**src/hdl/serq_pkg.sv**
```systemverilog
`timescale 1ns / 1ps
// ----------------------------------------------------------------------------
// serq_pkg
// shared types and constants of the scaler event ring queue
// ----------------------------------------------------------------------------
package serq_pkg;

    localparam int QUEUE_DEPTH  = 4096;
    localparam int POINTER_BITS = 16;
    localparam int LANES        = 4;
    localparam int LANE_BITS    = $clog2(LANES);
    localparam int SLOT_BITS    = $clog2(QUEUE_DEPTH);
    localparam int ROW_BITS     = SLOT_BITS - LANE_BITS;
    localparam int ROWS         = QUEUE_DEPTH / LANES;
    localparam int OVR_LIMIT    = QUEUE_DEPTH - 4;
    localparam int SKIP_OFFSET  = 16;
    localparam int COUNT_BITS   = 4;
    localparam int TIME_BITS    = 64;
    localparam int TIME_STEP_SH = 16;

    typedef enum logic
    {
        REQ_PUSH = 1'b0,
        REQ_POP  = 1'b1
    } req_type_t;

    typedef struct packed
    {
        req_type_t   req_type;
        logic [31:0] scaler_word;
        logic [31:0] time_high;
    } req_t;

    typedef struct packed
    {
        logic                  event_valid;
        logic [COUNT_BITS-1:0] event_count;
        logic [TIME_BITS-1:0]  event_time;
        logic                  overrun;
    } evt_t;

    typedef struct packed
    {
        logic [COUNT_BITS-1:0] count;
        logic [TIME_BITS-1:0]  stamp;
    } lane_rd_t;

    // control handed from the pointer logic to the merge stage
    typedef struct packed
    {
        logic                 load;
        logic                 empty;
        logic                 overrun;
        logic [LANE_BITS-1:0] lane;
    } merge_ctl_t;

endpackage

```
**src/hdl/serq_merge.sv**
```systemverilog
`timescale 1ns / 1ps
// ----------------------------------------------------------------------------
// serq_merge
// picks the addressed lane and holds the result transaction
// ----------------------------------------------------------------------------
module serq_merge
(
    input  logic                 clk,
    input  logic                 rst_n,
    input  serq_pkg::merge_ctl_t ctl,
    input  serq_pkg::lane_rd_t   lane_data [serq_pkg::LANES],
    input  logic                 evt_stall,
    output logic                 evt_valid,
    output serq_pkg::evt_t       evt_data
);

    logic           valid_reg;
    logic           valid_next;
    serq_pkg::evt_t data_reg;
    serq_pkg::evt_t data_next;

    always_comb
    begin
        valid_next = valid_reg;
        data_next  = data_reg;
        if (valid_reg && !evt_stall)
        begin
            valid_next = 1'b0;
        end
        if (ctl.load)
        begin
            valid_next = 1'b1;
            if (ctl.empty)
            begin
                data_next = '0;
            end
            else
            begin
                data_next.event_valid = 1'b1;
                data_next.event_count = lane_data[ctl.lane].count;
                data_next.event_time  = lane_data[ctl.lane].stamp;
                data_next.overrun     = ctl.overrun;
            end
        end
    end

    always_ff @(posedge clk or negedge rst_n)
    begin
        if (!rst_n)
        begin
            valid_reg <= 1'b0;
        end
        else
        begin
            valid_reg <= valid_next;
        end
    end

    always_ff @(posedge clk)
    begin
        data_reg <= data_next;
    end

    assign evt_valid = valid_reg;
    assign evt_data  = data_reg;

endmodule

```
**config.mk**
```make
export PLATFORM = sky130hd
export DESIGN_NAME = serq_merge
export DESIGN_NICKNAME = d
export VERILOG_FILES = /design/src/hdl/serq_pkg.sv /design/src/hdl/serq_merge.sv
export SDC_FILE = /design/constraint.sdc
export NUM_CORES = 1
export LEC_CHECK = 0
export ABC_AREA = 1
export BUFFER_PORTS_ARGS = -buffer_cell sky130_fd_sc_hd__buf_4
export CAP_MARGIN = 20
export CORE_ASPECT_RATIO = 0.75
export CORE_MARGIN = 10
export CORE_UTILIZATION = 39
export CTS_CLUSTER_DIAMETER = 200
export DETAILED_ROUTE_END_ITERATION = 8
export PLACE_DENSITY = 0.74
export SLEW_MARGIN = 10
export SYNTH_ARGS = -nofsm -noshare
export SYNTH_HDL_FRONTEND = slang
export SYNTH_SLANG_ARGS = --single-unit
```
**constraint.sdc**
```tcl
create_clock -name clk -period 0.8 [get_ports clk]
set_input_delay 0.04 -clock clk [delete_from_list [all_inputs] [get_ports clk]]
set_output_delay 0.04 -clock clk [all_outputs]
set_load 0.01 [all_outputs]
```
==> Word-level counts from Yosys, hierarchy flattened <==
Index checks and enable logic that the tools add are counted.
{ "word_totals": {"ff_bits": 71, "output_inout_bits": 71, "elab_cells": 16} }
{ "op_classes": {"order_cmp": 1, "n_mux": 6, "bitwise": 1, "reduce_logical": 3} }
{ "ops": {"columns": ["cell", "n"], "rows": [
  ["binary-select mux 68 bit (select 2 bit)", 1],
  ["two-way mux 68 bit", 2],
  ["two-way mux 70 bit", 1],
  ["greater-or-equal comparator 3 bit (second input constant)", 1],
  ["NOT 2 -> 3 bit", 1],
  ["two-way mux 1 bit", 2],
  ["nonzero test 2 bit", 1],
  ["logical AND 1 bit", 1],
  ["logical NOT 1 bit", 1]
]} }

==> Depth between registers and ports, before layout <==
Gate-level depths: netlist of run 1.
{ "logic_depth": {"depth_word": 5, "mapped_depth": 6, "mapped_depth_nobuf": 4} }

==> Worst setup path before layout of run 1 <==
OpenSTA, ideal clock, no wires.
{ "synth_path": {"kind": "input to register", "start": "in ctl[0] in the netlist's numbering", "end": "reg data_reg (netlist bit evt_data[27]), data pin", "setup_time_ns": 0.270, "t_arrival_ns": 0.635, "required_time_ns": 0.530, "setup_slack_ns": -0.105, "path_stages": 6, "path_buffers": 3, "cell_sequence": "buf_2 buf_6 buf_4 nand2_1 nand3_1 a21oi_1"} }
{ "synth_between": {"elab_chain_cells": 4} }
{ "synth_lines": {"columns": ["element", "line_no", "rtl"], "rows": [
  ["from (decl)", "serq_merge.sv:10", "input serq_pkg::merge_ctl_t ctl,"],
  ["NOT 2 -> 3 bit (implied by the code)", "serq_merge.sv:41", "data_next.event_time = lane_data[ctl.lane].stamp;"],
  ["binary-select mux 68 bit (select 2 bit)", "serq_merge.sv:41", null],
  ["two-way mux 68 bit (implied by the code) (2 in a row)", "serq_merge.sv:41", null],
  ["to (signal assigned)", "serq_merge.sv:61", "data_reg <= data_next;"],
  ["to (decl)", "serq_merge.sv:19", "serq_pkg::evt_t data_reg;"]
]} }
No other way between the ends. The select of a mux whose other input is x is not followed.
A chain may end at the register's enable or synchronous reset.

==> Final worst setup path of run 1 <==
{ "layout_path": {"start": "reg data_reg (netlist bit evt_data[37])", "end": "out evt_data[37] in the netlist's numbering"} }
{ "layout_lines": {"columns": ["element", "line_no", "rtl"], "rows": [
  ["to (decl)", "serq_merge.sv:14", "output serq_pkg::evt_t evt_data"]
]} }
No word-level cell between the ends.

==> results of run 1 <==
==> per-layer routing <==
layer / part of all wire / vias up
met2: 0.51 / 313
met5: 0 / -
met3: 0.12 / 31
li1: - / 3258
met4: 0.019 / 0
met1: 0.35 / 2780
==> cell type report <==
class	instances	share of cell area
timing repair buffer	378	0.367
clock inverter	4	0.00250
inverter	276	0.116
sequential	71	0.236
clock buffer	12	0.0263
tap	175	0.0243
multi-input combinational	478	0.228
==> kinds of logic (layout without fill, tap and decap cells) <==
logic type / after synthesis / after routing
AND/OR/NAND/NOR: 409 / 409
AO/OA/AOI/OAI: 69 / 69
flip-flops: 71 / 71
buffers and inverters: 328 / 670
==> worst paths after layout <==
| check | start | end | slack, ns | cells after the start |
|---|---|---|---|---|
| max | evt_data[37] | evt_data[37] | -0.14 | 1 |
| max in group asynchronous | rst_n | evt_valid | 0.69 | 2 |
| min in group asynchronous | rst_n | evt_valid | 0.03 | 2 |
| min | ctl[2] | evt_data[0] | 0.01 | 3 |
| max reg2reg | evt_valid | evt_valid | 0.15 | 1 |
| min reg2reg | evt_valid | evt_valid | 0.51 | 1 |
==> cell usage after synthesis <==
cell type                  instances  share of area
sky130_fd_sc_hd__buf_6             3         0.0062
sky130_fd_sc_hd__a21o_1            1         0.0014
sky130_fd_sc_hd__nand3_1         136           0.12
sky130_fd_sc_hd__dfrtp_1           1         0.0046
sky130_fd_sc_hd__inv_1           274           0.19
sky130_fd_sc_hd__buf_1             7         0.0048
sky130_fd_sc_hd__buf_2            20          0.018
sky130_fd_sc_hd__a21oi_1          68          0.062
sky130_fd_sc_hd__nor2_1            1        0.00068
sky130_fd_sc_hd__buf_4             8          0.011
sky130_fd_sc_hd__inv_2             2         0.0014
sky130_fd_sc_hd__nand2_1         272           0.19
sky130_fd_sc_hd__clkbuf_1         14         0.0096
sky130_fd_sc_hd__edfxtp_1         70           0.38
==> flip-flops by register name, summed over array words and instances, names as in the netlist <==
register and cells:
evt_data 70, evt_valid 1
==> power by group through the flow <==
stage | logic [mW] | clock network, mW | registers [mW]
after floorplan | 1.28 | 0 | 4.83
after global placement | 3.46 | 0 | 4.64
after detailed placement | 3.50 | 0 | 4.65
after CTS | 3.65 | 3.71 | 4.62
after global routing | 4.04 | 3.87 | 4.67
final | 3.67 | 3.62 | 4.64
==> stage by stage <==
step,hold slack (ns),instances,utilization,worst slack [ns],cell area (sq um)
global placement,-0.185,1376,0.616,-0.192,8460
finish,0.0128,1394,0.655,-0.136,9000
detailed placement,-0.184,1376,0.616,-0.209,8460
global route,0.0186,1394,0.655,-0.171,9000
floorplan,-0.256,877,-,-0.0219,5580
CTS,0.00155,1394,0.650,-0.158,8940
==> layout by cell type (no fill, tap or decap), types with 9 or more instances in the layout <==
cell	n
sky130_fd_sc_hd__edfxtp_1	70
sky130_fd_sc_hd__inv_1	274
sky130_fd_sc_hd__buf_12	16
sky130_fd_sc_hd__clkbuf_16	9
sky130_fd_sc_hd__buf_6	70
sky130_fd_sc_hd__nand3_1	136
sky130_fd_sc_hd__a21oi_1	68
sky130_fd_sc_hd__nand2_1	272
sky130_fd_sc_hd__buf_4	290
==> repair_timing <==
item,4_1_cts,5_1_grt
resized for setup,52,18
setup endpoints to repair,71,71
hold buffers,2,0
buffers inserted,0,0
hold endpoints to repair,2,0
==> results_tabular.tex, run 1 <==
\begin{tabular}{lr}
\hline
Metric & Value \\
\hline
\multicolumn{2}{l}{\textbf{Status}} \\
Status & finished with violations \\
Violated checks & negative setup slack \\
\multicolumn{2}{l}{\textbf{Timing}} \\
Fin. Hold Viols & 0 \\
Worst setup slack after layout & -0.136 ns \\
Setup repair after global routing missed its margin & yes \\
Final setup violation count & 71 \\
Summed negative setup slack over all endpoints & -6.11 ns \\
Slew HR & 0.825 \\
Final setup skew & 0 ns \\
Worst slew pin tran & 0.263 ns \\
Tmin final & 0.936 ns \\
Part of the cycle the worst path needs & 1.17 \\
Max-slew violation count & 0 \\
Max Clock Freq & 1.07 GHz \\
\multicolumn{2}{l}{\textbf{Synth}} \\
Post-synthesis sequential area ratio & 0.388 \\
Cell area after synthesis & 0.00549 sq mm \\
Xor/xnor cell area share of the yosys netlist & 0 \\
Share of synthesized cell area in and, or, nand and nor gates & 0.311 \\
Largest family of logic cells by synthesized area & simple AND/OR/NAND/NOR gates \\
Number of cells produced by synthesis & 877 \\
Multiplexer share of the synthesized area & 0 \\
Flop and latch count out of synthesis & 71 \\
Adder-Cell Fraction of Synth Area & 0 \\
Syn avg cell area & 6.26 sq um \\
Post-synthesis compound-gate area fraction & 0.0634 \\
Synthesized net count & 1,157 \\
Synth warn & 0 \\
Number of distinct library cells after synthesis & 14 \\
\multicolumn{2}{l}{\textbf{Pwr}} \\
Net Switching & 3.28 mW \\
Static Leakage & 5.24 nW \\
Internal power & 8.64 mW \\
Power density over the cells & 1320 mW/mm\^{}2 \\
Share of total power in combinational logic & 0.307 \\
Switching Share & 0.275 \\
Worst supply voltage drop on vdd & 890 uV \\
Reg power frac & 0.389 \\
Relative contribution of the clock network to total power & 0.303 \\
Total power & 11.9 mW \\
\multicolumn{2}{l}{\textbf{Setup path}} \\
CP max stage cell & sky130\_fd\_sc\_hd\_\_edfxtp\_1 \\
Maximum single-stage delay on the critical path & 0.42 ns \\
Req. time, crit path & 0.76 ns \\
Number of buffers and inverters on the critical path & 1 \\
Critical path, cell by cell & buf\_6 \\
Category of the critical setup timing path & flop to output port \\
CP Capture Type & output port \\
Arrival time of data at the critical path endpoint & 0.90 ns \\
Family with the most delay on the worst path & flip-flops \\
Critical-path maximum fanout & 1 \\
Category of the worst setup path launch point & flop \\
\multicolumn{2}{l}{\textbf{GRT}} \\
Antenna violations before repair & 0 \\
GRT met2 Usage & 0.397 \\
Wire length of the first global-routing pass & 33.1 mm \\
Global-route layer with the greatest usage & met2 \\
Remaining global-route overflow & 0 \\
Met1 capacity usage during global routing & 0.226 \\
Overall fraction of global-route tracks in use & 0.218 \\
Pin count of the biggest net entering global routing & 51 \\
M3 GR Usage & 0.0975 \\
Number of global-route vias before repair & 6,142 \\
\multicolumn{2}{l}{\textbf{Clock tree}} \\
Worst-path clk slew & 0.06 ns \\
Total clock buffers created by CTS & 9 \\
Root Buffer Master & sky130\_fd\_sc\_hd\_\_clkbuf\_16 \\
CTS tree & yes \\
Number of clock sinks & 71 \\
Clock latency of the later-clocked register in the worst-skew pair & 0.33 ns \\
CTS H-Tree Depth & 3 \\
Maximum root-to-sink buffer count & 2 \\
\multicolumn{2}{l}{\textbf{Floorplanning}} \\
Std-Cell Rows & 37 \\
Number of I/O pins & 351 \\
Floorplan die width & 157 um \\
Die area & 0.0193 sq mm \\
Core Region & 0.0137 sq mm \\
Die Y & 123 um \\
Effective utilization at floorplan & 0.399 \\
\multicolumn{2}{l}{\textbf{Placement}} \\
Final weighted congestion in routability-driven placement & 0.858 \\
Port Buffer Count & 350 \\
DP HPWL & 17.4 mm \\
\multicolumn{2}{l}{\textbf{Final layout}} \\
P\&R area growth vs syn & 64.1\% \\
Footprint of the multi-input gates & 0.00205 sq mm \\
Reg area & 0.00213 sq mm \\
Layout filler cell count & 1,270 \\
Fraction of layout instances using a drive strength above 1 & 0.321 \\
Number of antenna diodes & 0 \\
Nets & 1,494 \\
\multicolumn{2}{l}{\textbf{Flow run}} \\
Max-capacitance violation count & 0 \\
\multicolumn{2}{l}{\textbf{Routing}} \\
Total DRC errors in the routed layout & 0 \\
Pre-Repair DR Iteration Count & 5 \\
Wire per inst & 16.0 um \\
Wire length after detailed routing & 22.3 mm \\
Vias post-DR & 6,382 \\
Via density per instance & 4.58 \\
Detailed Route Iter0 Violations & 370 \\
Residual antenna-violating net count after detailed routing & 0 \\
\multicolumn{2}{l}{\textbf{Hold path}} \\
Hold crit path type & primary input to flop \\
\hline
\end{tabular}
Power figures use the tool's default switching activity.
==> run 2: changes to the inputs <==
--- a/config.mk
+++ b/config.mk
@@ -10,10 +10,11 @@
 export CAP_MARGIN = 20
 export CORE_ASPECT_RATIO = 0.75
 export CORE_MARGIN = 10
-export CORE_UTILIZATION = 39
+export CORE_UTILIZATION = 40
+export CTS_BUF_LIST = sky130_fd_sc_hd__clkbuf_2
 export CTS_CLUSTER_DIAMETER = 200
 export DETAILED_ROUTE_END_ITERATION = 8
-export PLACE_DENSITY = 0.74
+export PLACE_DENSITY = 0.75
 export SLEW_MARGIN = 10
 export SYNTH_ARGS = -nofsm -noshare
 export SYNTH_HDL_FRONTEND = slang
==> run 2 against run 1 <==
The run now fails in 4_1_cts; synthesized cell count is the same; area after synthesis is the same.
==> results_tabular.tex, run 2 <==
\begin{tabular}{lr}
\hline
Metric & Value \\
\hline
\multicolumn{2}{l}{\textbf{Synth}} \\
Proportion of register bits with asynchronous set or reset after synthesis & 0.0141 (unchanged) \\
Cell area after synthesis & 0.00549 sq mm (unchanged) \\
Most used standard cell by instance count after synthesis & sky130\_fd\_sc\_hd\_\_inv\_1 \\
Commonest cells in the synthesized netlist & sky130\_fd\_sc\_hd\_\_inv\_1, sky130\_fd\_sc\_hd\_\_nand2\_1, sky130\_fd\_sc\_hd\_\_nand3\_1 \\
Leading area contributor after synthesis & sky130\_fd\_sc\_hd\_\_edfxtp\_1 \\
EDFF count, synth & 70 (unchanged) \\
Post-synthesis sequential area ratio & 0.388 (unchanged) \\
Share of the synthesized area in the top cell type & 0.383 (unchanged) \\
Synth warn & 0 (unchanged) \\
Main synth FF type & sky130\_fd\_sc\_hd\_\_edfxtp\_1 \\
Top cells by area in the synthesized netlist & sky130\_fd\_sc\_hd\_\_edfxtp\_1, sky130\_fd\_sc\_hd\_\_inv\_1, sky130\_fd\_sc\_hd\_\_nand2\_1 \\
Flop and latch count out of synthesis & 71 (unchanged) \\
Number of cells produced by synthesis & 877 (unchanged) \\
Synthesized net count & 1,157 (unchanged) \\
Number of distinct library cells after synthesis & 14 (unchanged) \\
Syn avg cell area & 6.26 sq um (unchanged) \\
\multicolumn{2}{l}{\textbf{Floorplanning}} \\
Number of I/O pins & 351 (unchanged) \\
Std-Cell Rows & 36 (-2.7\%) \\
Die Y & 121 um (-1.1\%) \\
Effective utilization at floorplan & 0.416 (+0.0167) \\
Floorplan die width & 155 um (-1.1\%) \\
\multicolumn{2}{l}{\textbf{Clock tree}} \\
Root Buffer Master & sky130\_fd\_sc\_hd\_\_clkbuf\_2 \\
CTS H-Tree Depth & 3 (unchanged) \\
Maximum root-to-sink buffer count & 2 (unchanged) \\
Buffers inserted by post-CTS timing repair & 0 (unchanged) \\
Hold Buf Count CTS & 280 (+278) \\
Total clock buffers created by CTS & 9 (unchanged) \\
Number of clock sinks & 71 (unchanged) \\
Resize count post-CTS & 55 (+5.8\%) \\
\multicolumn{2}{l}{\textbf{Placement}} \\
Port Buffer Count & 350 (unchanged) \\
Final weighted congestion in routability-driven placement & 0.822 (-4.1\%) \\
DP HPWL & 17.7 mm (+1.5\%) \\
\multicolumn{2}{l}{\textbf{Status}} \\
Halt Stage & 4\_1\_cts \\
Status & did not finish \\
Run-stopping error & [ERROR RSZ-0060] Max buffer count reached. \\
\hline
\end{tabular}
-- run 2: cell counts after synthesis --
Identical to the previous run, type by type.
-- run 2: logic make-up after synthesis --
| kind of cell | share of synthesized area |
|---|---|
| AO/OA/AOI/OAI | 0.0634 |
| AND/OR/NAND/NOR | 0.311 |
| flip-flops | 0.388 |
| buffers and inverters | 0.238 |
-- run 2: per-stage QoR --
step                instances  setup slack [ns]  area [sq um]   util  setup TNS [ns]
floorplan                 877           -0.0219          5580      -           -1.10
global placement         1379            -0.224          8560  0.649          -11.36
detailed placement       1379            -0.225          8560  0.649          -12.09
==> run 3: changes to the inputs <==
--- a/config.mk
+++ b/config.mk
@@ -8,13 +8,10 @@
 export ABC_AREA = 1
 export BUFFER_PORTS_ARGS = -buffer_cell sky130_fd_sc_hd__buf_4
 export CAP_MARGIN = 20
-export CORE_ASPECT_RATIO = 0.75
 export CORE_MARGIN = 10
-export CORE_UTILIZATION = 40
-export CTS_BUF_LIST = sky130_fd_sc_hd__clkbuf_2
-export CTS_CLUSTER_DIAMETER = 200
+export CORE_UTILIZATION = 25
 export DETAILED_ROUTE_END_ITERATION = 8
-export PLACE_DENSITY = 0.75
+export PLACE_DENSITY_LB_ADDON = 0.15
 export SLEW_MARGIN = 10
 export SYNTH_ARGS = -nofsm -noshare
 export SYNTH_HDL_FRONTEND = slang
==> constraint.sdc (replaced) <==
create_clock -name clk -period 1 [get_ports clk]
set_input_delay 0.05 -clock clk [delete_from_list [all_inputs] [get_ports clk]]
set_output_delay 0.05 -clock clk [all_outputs]
set_load 0.01 [all_outputs]
==> run 3 against run 2 <==
The run now ends clean.
==> results_tabular.tex, run 3 (synthesis results as in run 1) <==
\begin{tabular}{lr}
\hline
Metric & Value \\
\hline
\multicolumn{2}{l}{\textbf{Setup path}} \\
Worst R2R Path Depth & 1 \\
CP Capture Type & output port \\
Family with the most delay on the worst path & flip-flops \\
Critical path, cell by cell & buf\_4 \\
Number of buffers and inverters on the critical path & 1 \\
Req. time, crit path & 0.95 ns \\
CP max stage cell & sky130\_fd\_sc\_hd\_\_edfxtp\_1 \\
Arrival time of data at the critical path endpoint & 0.91 ns \\
Category of the critical setup timing path & flop to output port \\
Critical-path maximum fanout & 1 \\
Maximum single-stage delay on the critical path & 0.41 ns \\
Category of the worst setup path launch point & flop \\
Path length in cells of the critical path & 1 \\
\multicolumn{2}{l}{\textbf{Pwr}} \\
Total power & 9.93 mW \\
Internal power & 7.23 mW \\
Power density over the cells & 1120 mW/mm\^{}2 \\
Switching Share & 0.272 \\
Net Switching & 2.70 mW \\
Share of total power in combinational logic & 0.279 \\
Worst supply voltage drop on vdd & 648 uV \\
Relative contribution of the clock network to total power & 0.353 \\
Static Leakage & 5.15 nW \\
Reg power frac & 0.368 \\
\multicolumn{2}{l}{\textbf{GRT}} \\
Antenna violations before repair & 0 \\
Overall fraction of global-route tracks in use & 0.160 \\
Pin count of the biggest net entering global routing & 77 \\
Remaining global-route overflow & 0 \\
Wire length of the first global-routing pass & 35.9 mm \\
Number of global-route vias before repair & 6,424 \\
\multicolumn{2}{l}{\textbf{Clock tree}} \\
Root Buffer Master & sky130\_fd\_sc\_hd\_\_clkbuf\_16 \\
Clock latency of the later-clocked register in the worst-skew pair & 0.34 ns \\
Number of clock sinks & 71 (unchanged) \\
Worst-path clk slew & 0.06 ns \\
Total clock buffers created by CTS & 9 (unchanged) \\
CTS H-Tree Depth & 3 (unchanged) \\
Maximum root-to-sink buffer count & 2 (unchanged) \\
CTS tree & yes \\
\multicolumn{2}{l}{\textbf{Final layout}} \\
Nets & 1,490 \\
P\&R area growth vs syn & 61.6\% \\
Fraction of layout instances using a drive strength above 1 & 0.319 \\
Number of flip-flops under the largest register name & 70 \\
Commonest non-fill, non-tap cells in the layout & sky130\_fd\_sc\_hd\_\_buf\_4, sky130\_fd\_sc\_hd\_\_inv\_1, sky130\_fd\_sc\_hd\_\_nand2\_1, sky130\_fd\_sc\_hd\_\_nand3\_1, sky130\_fd\_sc\_hd\_\_edfxtp\_1 \\
Number of antenna diodes & 0 \\
Most common cell after layout, fill and taps aside & sky130\_fd\_sc\_hd\_\_buf\_4 \\
Core occupancy in the finished layout & 0.409 \\
\multicolumn{2}{l}{\textbf{Timing}} \\
Slew HR & 0.761 \\
Final setup violation count & 0 \\
Worst setup slack after layout & 0.0393 ns \\
Fin. Hold Viols & 0 \\
Max-slew violation count & 0 \\
Max Clock Freq & 1.04 GHz \\
Setup repair after global routing missed its margin & no \\
Worst slew pin tran & 0.359 ns \\
Final setup skew & 0 ns \\
Part of the cycle the worst path needs & 0.961 \\
Tmin final & 0.961 ns \\
\multicolumn{2}{l}{\textbf{Floorplanning}} \\
Die area & 0.0283 sq mm \\
Number of I/O pins & 351 (unchanged) \\
Effective utilization at floorplan & 0.253 (-0.163) \\
Floorplan die width & 168 um (+8.3\%) \\
Core Region & 0.0217 sq mm \\
Die Y & 168 um (+38\%) \\
Std-Cell Rows & 54 (+50\%) \\
\multicolumn{2}{l}{\textbf{Hold path}} \\
Hold crit path type & primary input to flop \\
Depth of the worst hold-timing path & 1 \\
\multicolumn{2}{l}{\textbf{Routing}} \\
Via density per instance & 4.20 \\
Pre-Repair DR Iteration Count & 4 \\
Residual antenna-violating net count after detailed routing & 0 \\
Vias post-DR & 6,273 \\
Total DRC errors in the routed layout & 0 \\
Detailed Route Iter0 Violations & 321 \\
Wire length after detailed routing & 23.5 mm \\
Wire per inst & 15.7 um \\
\multicolumn{2}{l}{\textbf{Status}} \\
Status & completed \\
\multicolumn{2}{l}{\textbf{Flow run}} \\
Max-capacitance violation count & 0 \\
\multicolumn{2}{l}{\textbf{Placement}} \\
Final weighted congestion in routability-driven placement & 0.803 (-2.4\%) \\
DP HPWL & 18.3 mm (+3.6\%) \\
Port Buffer Count & 350 (unchanged) \\
Placement Setup Slack & -0.103 ns (+0.123 ns) \\
\hline
\end{tabular}
run 3: timing repair:
item,in CTS,in global routing
setup buffers,0,0
endpoints found under the setup margin,0,0
resized for setup,0,0
hold endpoints to repair,3,0
hold buffers,3,0
run 3: metrics by stage:
stage                     instances  hold slack, ns  area [sq um]  TNS [ns]
final                          1495          0.0122          8870         0
after global routing           1495         0.00985          8870         0
after CTS                      1495         0.00240          8870         0
after detailed placement       1476          -0.173          8530     -3.13
after global placement         1476          -0.174          8530     -2.35
after floorplan                 877          -0.246          5490         0
run 3: layout make-up:
type	instances	area, sq um
fillers	2352	12800
repair buffers	374	2990
flip-flops and latches	71	2130
multi-input cells	478	2050
inverters	276	1040
well taps	280	350
clock buffers	9	225
clock inverters	7	87.6
run 3: path summary, 6_finish.rpt:
| check | start | to | slack (ns) |
|---|---|---|---|
| max | evt_data[11] | evt_data[11] | 0.04 |
| min | ctl[4] | evt_data[4] | 0.01 |
| max reg2reg | evt_valid | evt_valid | 0.37 |
| min reg2reg | evt_valid | evt_valid | 0.48 |
| max in group asynchronous | rst_n | evt_valid | 0.89 |
| min in group asynchronous | rst_n | evt_valid | 0.03 |
run 3: power by group through the flow:
| stage | logic, mW | clock network, mW | registers [mW] |
|---|---|---|---|
| global placement | 2.80 | 0 | 3.72 |
| finish | 2.77 | 3.50 | 3.66 |
| global route | 3.09 | 3.75 | 3.69 |
| floorplan | 0.979 | 0 | 3.86 |
| detailed placement | 2.81 | 0 | 3.72 |
| CTS | 2.83 | 3.62 | 3.66 |
run 3: metal layers:
layer / wire, um / global-route usage / vias to the layer above
li1: - / - / 3256
met1: 9040 / 0.173 / 2775
met2: 11500 / 0.273 / 224
met3: 2590 / 0.0722 / 18
met4: 379 / 0.0492 / 0
met5: 0 / 0 / -
==> run 4: changes to the inputs <==
--- a/config.mk
+++ b/config.mk
@@ -7,7 +7,6 @@
 export LEC_CHECK = 0
 export ABC_AREA = 1
 export BUFFER_PORTS_ARGS = -buffer_cell sky130_fd_sc_hd__buf_4
-export CAP_MARGIN = 20
 export CORE_MARGIN = 10
 export CORE_UTILIZATION = 25
 export DETAILED_ROUTE_END_ITERATION = 8
==> constraint.sdc (replaced) <==
create_clock -name clk -period 1 [get_ports clk]
set_input_delay 0.2 -clock clk [delete_from_list [all_inputs] [get_ports clk]]
set_output_delay 0.2 -clock clk [all_outputs]
set_load 0.01 [all_outputs]
==> run 4 against run 3 <==
Cell count fell by 0.27%; maximum frequency shrank 13%; highest routed layer unchanged; combinational power up 4%; core utilization up 0.69 points; first-iteration DRC count grew 4.0%; sequential cell count unchanged; clock skew stayed put; count of clock-buffer cells in the layout grew 6; the flow now finishes with violations (negative setup slack); setup slack worse by 0.14 ns.
==> results_tabular.tex, run 4 (synthesis results as in run 1) <==
\begin{tabular}{lr}
\hline
Metric & Value \\
\hline
\multicolumn{2}{l}{\textbf{Final layout}} \\
P\&R area growth vs syn & 64.4\% \\
Layout filler cell count & 2,358 (+0.26\%) \\
Footprint of the multi-input gates & 0.00205 sq mm (unchanged) \\
Number of flip-flops under the largest register name & 70 (unchanged) \\
Most common cell after layout, fill and taps aside & sky130\_fd\_sc\_hd\_\_buf\_4 \\
Nets & 1,486 (-0.27\%) \\
Core occupancy in the finished layout & 0.416 (+0.00692) \\
Commonest non-fill, non-tap cells in the layout & sky130\_fd\_sc\_hd\_\_buf\_4, sky130\_fd\_sc\_hd\_\_inv\_1, sky130\_fd\_sc\_hd\_\_nand2\_1, sky130\_fd\_sc\_hd\_\_nand3\_1 \\
Number of antenna diodes & 0 (unchanged) \\
Reg area & 0.00213 sq mm (unchanged) \\
Fraction of layout instances using a drive strength above 1 & 0.316 (-0.00225) \\
\multicolumn{2}{l}{\textbf{Flow run}} \\
Max-capacitance violation count & 0 (unchanged) \\
\multicolumn{2}{l}{\textbf{Setup path}} \\
Critical-path maximum fanout & 1 (unchanged) \\
CP max stage cell & sky130\_fd\_sc\_hd\_\_edfxtp\_1 \\
Category of the critical setup timing path & flop to output port \\
Req. time, crit path & 0.80 ns (-0.15 ns) \\
Family with the most delay on the worst path & flip-flops \\
CP Capture Type & output port \\
Number of buffers and inverters on the critical path & 1 (unchanged) \\
Critical path, cell by cell & buf\_6 \\
Category of the worst setup path launch point & flop \\
Arrival time of data at the critical path endpoint & 0.91 ns (about the same) \\
Maximum single-stage delay on the critical path & 0.42 ns (about the same) \\
\multicolumn{2}{l}{\textbf{Pwr}} \\
Total power & 9.66 mW (-2.7\%) \\
Static Leakage & 5.19 nW (+0.83\%) \\
Worst supply voltage drop on vdd & 600 uV (-7.5\%) \\
Power density over the cells & 1070 mW/mm\^{}2 (-4.3\%) \\
\multicolumn{2}{l}{\textbf{GRT}} \\
Remaining global-route overflow & 0 (unchanged) \\
Wire length of the first global-routing pass & 35.7 mm (-0.61\%) \\
Antenna violations before repair & 0 (unchanged) \\
Number of global-route vias before repair & 6,421 (-0.047\%) \\
Pin count of the biggest net entering global routing & 73 (-5.2\%) \\
Overall fraction of global-route tracks in use & 0.159 (-0.00112) \\
\multicolumn{2}{l}{\textbf{Routing}} \\
Residual antenna-violating net count after detailed routing & 0 (unchanged) \\
Pre-Repair DR Iteration Count & 5 (+1) \\
Total DRC errors in the routed layout & 0 (unchanged) \\
Wire per inst & 15.7 um (+0.11\%) \\
Vias post-DR & 6,260 (-0.21\%) \\
Via density per instance & 4.20 (about the same) \\
Detailed Route Iter0 Violations & 334 (+4.0\%) \\
Wire length after detailed routing & 23.5 mm (-0.16\%) \\
\multicolumn{2}{l}{\textbf{Floorplanning}} \\
Number of I/O pins & 351 (unchanged) \\
Floorplan die width & 168 um (unchanged) \\
Effective utilization at floorplan & 0.253 (unchanged) \\
Die Y & 168 um (unchanged) \\
Core Region & 0.0217 sq mm (unchanged) \\
Die area & 0.0283 sq mm (unchanged) \\
Std-Cell Rows & 54 (unchanged) \\
\multicolumn{2}{l}{\textbf{Clock tree}} \\
CTS H-Tree Depth & 3 (unchanged) \\
Worst-path clk slew & 0.06 ns (about the same) \\
CTS tree & yes \\
Clock latency of the later-clocked register in the worst-skew pair & 0.33 ns (about the same) \\
Root Buffer Master & sky130\_fd\_sc\_hd\_\_clkbuf\_16 \\
Total clock buffers created by CTS & 9 (unchanged) \\
Maximum root-to-sink buffer count & 2 (unchanged) \\
Number of clock sinks & 71 (unchanged) \\
\multicolumn{2}{l}{\textbf{Timing}} \\
Part of the cycle the worst path needs & 1.11 (+0.144) \\
Tmin final & 1.11 ns (+0.144 ns) \\
Worst setup slack after layout & -0.105 ns (-0.144 ns) \\
Slew HR & 0.709 (-0.0517) \\
Final setup violation count & 71 (+71) \\
Worst slew pin tran & 0.436 ns (+0.0775 ns) \\
Fin. Hold Viols & 0 (unchanged) \\
Final setup skew & 0 ns (unchanged) \\
Max-slew violation count & 0 (unchanged) \\
Setup repair after global routing missed its margin & yes \\
Max Clock Freq & 0.905 GHz (-13\%) \\
\multicolumn{2}{l}{\textbf{Placement}} \\
Final weighted congestion in routability-driven placement & 0.815 (+1.6\%) \\
Placement Setup Slack & -0.254 ns (-0.151 ns) \\
Port Buffer Count & 350 (unchanged) \\
DP HPWL & 18.1 mm (-0.98\%) \\
\multicolumn{2}{l}{\textbf{Status}} \\
Status & finished with violations \\
Violated checks & negative setup slack \\
\multicolumn{2}{l}{\textbf{Hold path}} \\
Hold crit path type & primary input to flop \\
\hline
\end{tabular}
run 4: changes by cell type in the layout (fill, tap and decap cells not counted), sizes merged:
cell	previous run	this run
bufinv	2	0
buf	371	369
clkbuf	9	15
dlygate4sd3	3	1
clkinvlp	2	0
clkinv	3	1
run 4: final cells by class:
| type | instances | share of cell area |
|---|---|---|
| repair buffers | 370 | 0.353 |
| clock buffers | 15 | 0.0297 |
| inverters | 276 | 0.115 |
| well taps | 280 | 0.0388 |
| clock inverters | 1 | 0.000555 |
| flip-flops and latches | 71 | 0.236 |
| multi-input cells | 478 | 0.228 |
run 4: per-layer routing:
metal | vias to the layer above | GRT usage | part of all wire
li1 | 3243 | - | -
met1 | 2754 | 0.174 | 0.39
met2 | 239 | 0.265 | 0.48
met3 | 24 | 0.0726 | 0.11
met4 | 0 | 0.0541 | 0.022
met5 | - | 0 | 0
run 4: per-stage QoR:
step                      TNS, ns  hold slack, ns  area [sq um]  cells
after detailed placement   -12.99         -0.0243          8470   1473
after floorplan            -0.734         -0.0956          5540    877
after CTS                   -5.43          0.0503          9000   1491
after global routing        -6.39          0.0721          9020   1491
after global placement     -12.35         -0.0235          8470   1473
final                       -3.62          0.0719          9020   1491
run 4: what timing repair did:
item,CTS,global route
gates resized for setup,63,7
setup buffers,1,0
hold buffers,1,0
hold endpoints to repair,1,0
setup endpoints to repair,71,71
run 4: power by group:
group          leakage (nW)  total [mW]  switching, mW  internal (mW)
Combinational          4.37        2.89           1.28           1.61
Clock                 0.134        3.07           1.25           1.82
Sequential            0.685        3.71          0.122           3.59
Total                  5.19        9.66           2.65           7.01
run 4: final timing paths:
kind / start / endpoint / slack, ns / cells after the start
worst max-delay path: evt_data[8] / evt_data[8] / -0.11 / 1
worst min-delay path: evt_stall / evt_valid / 0.07 / 2
worst max register to register: evt_valid / evt_valid / 0.24 / 2
worst min register to register: evt_valid / evt_valid / 0.59 / 2
max in group asynchronous: rst_n / evt_valid / 0.74 / 2
min in group asynchronous: rst_n / evt_valid / 0.18 / 2
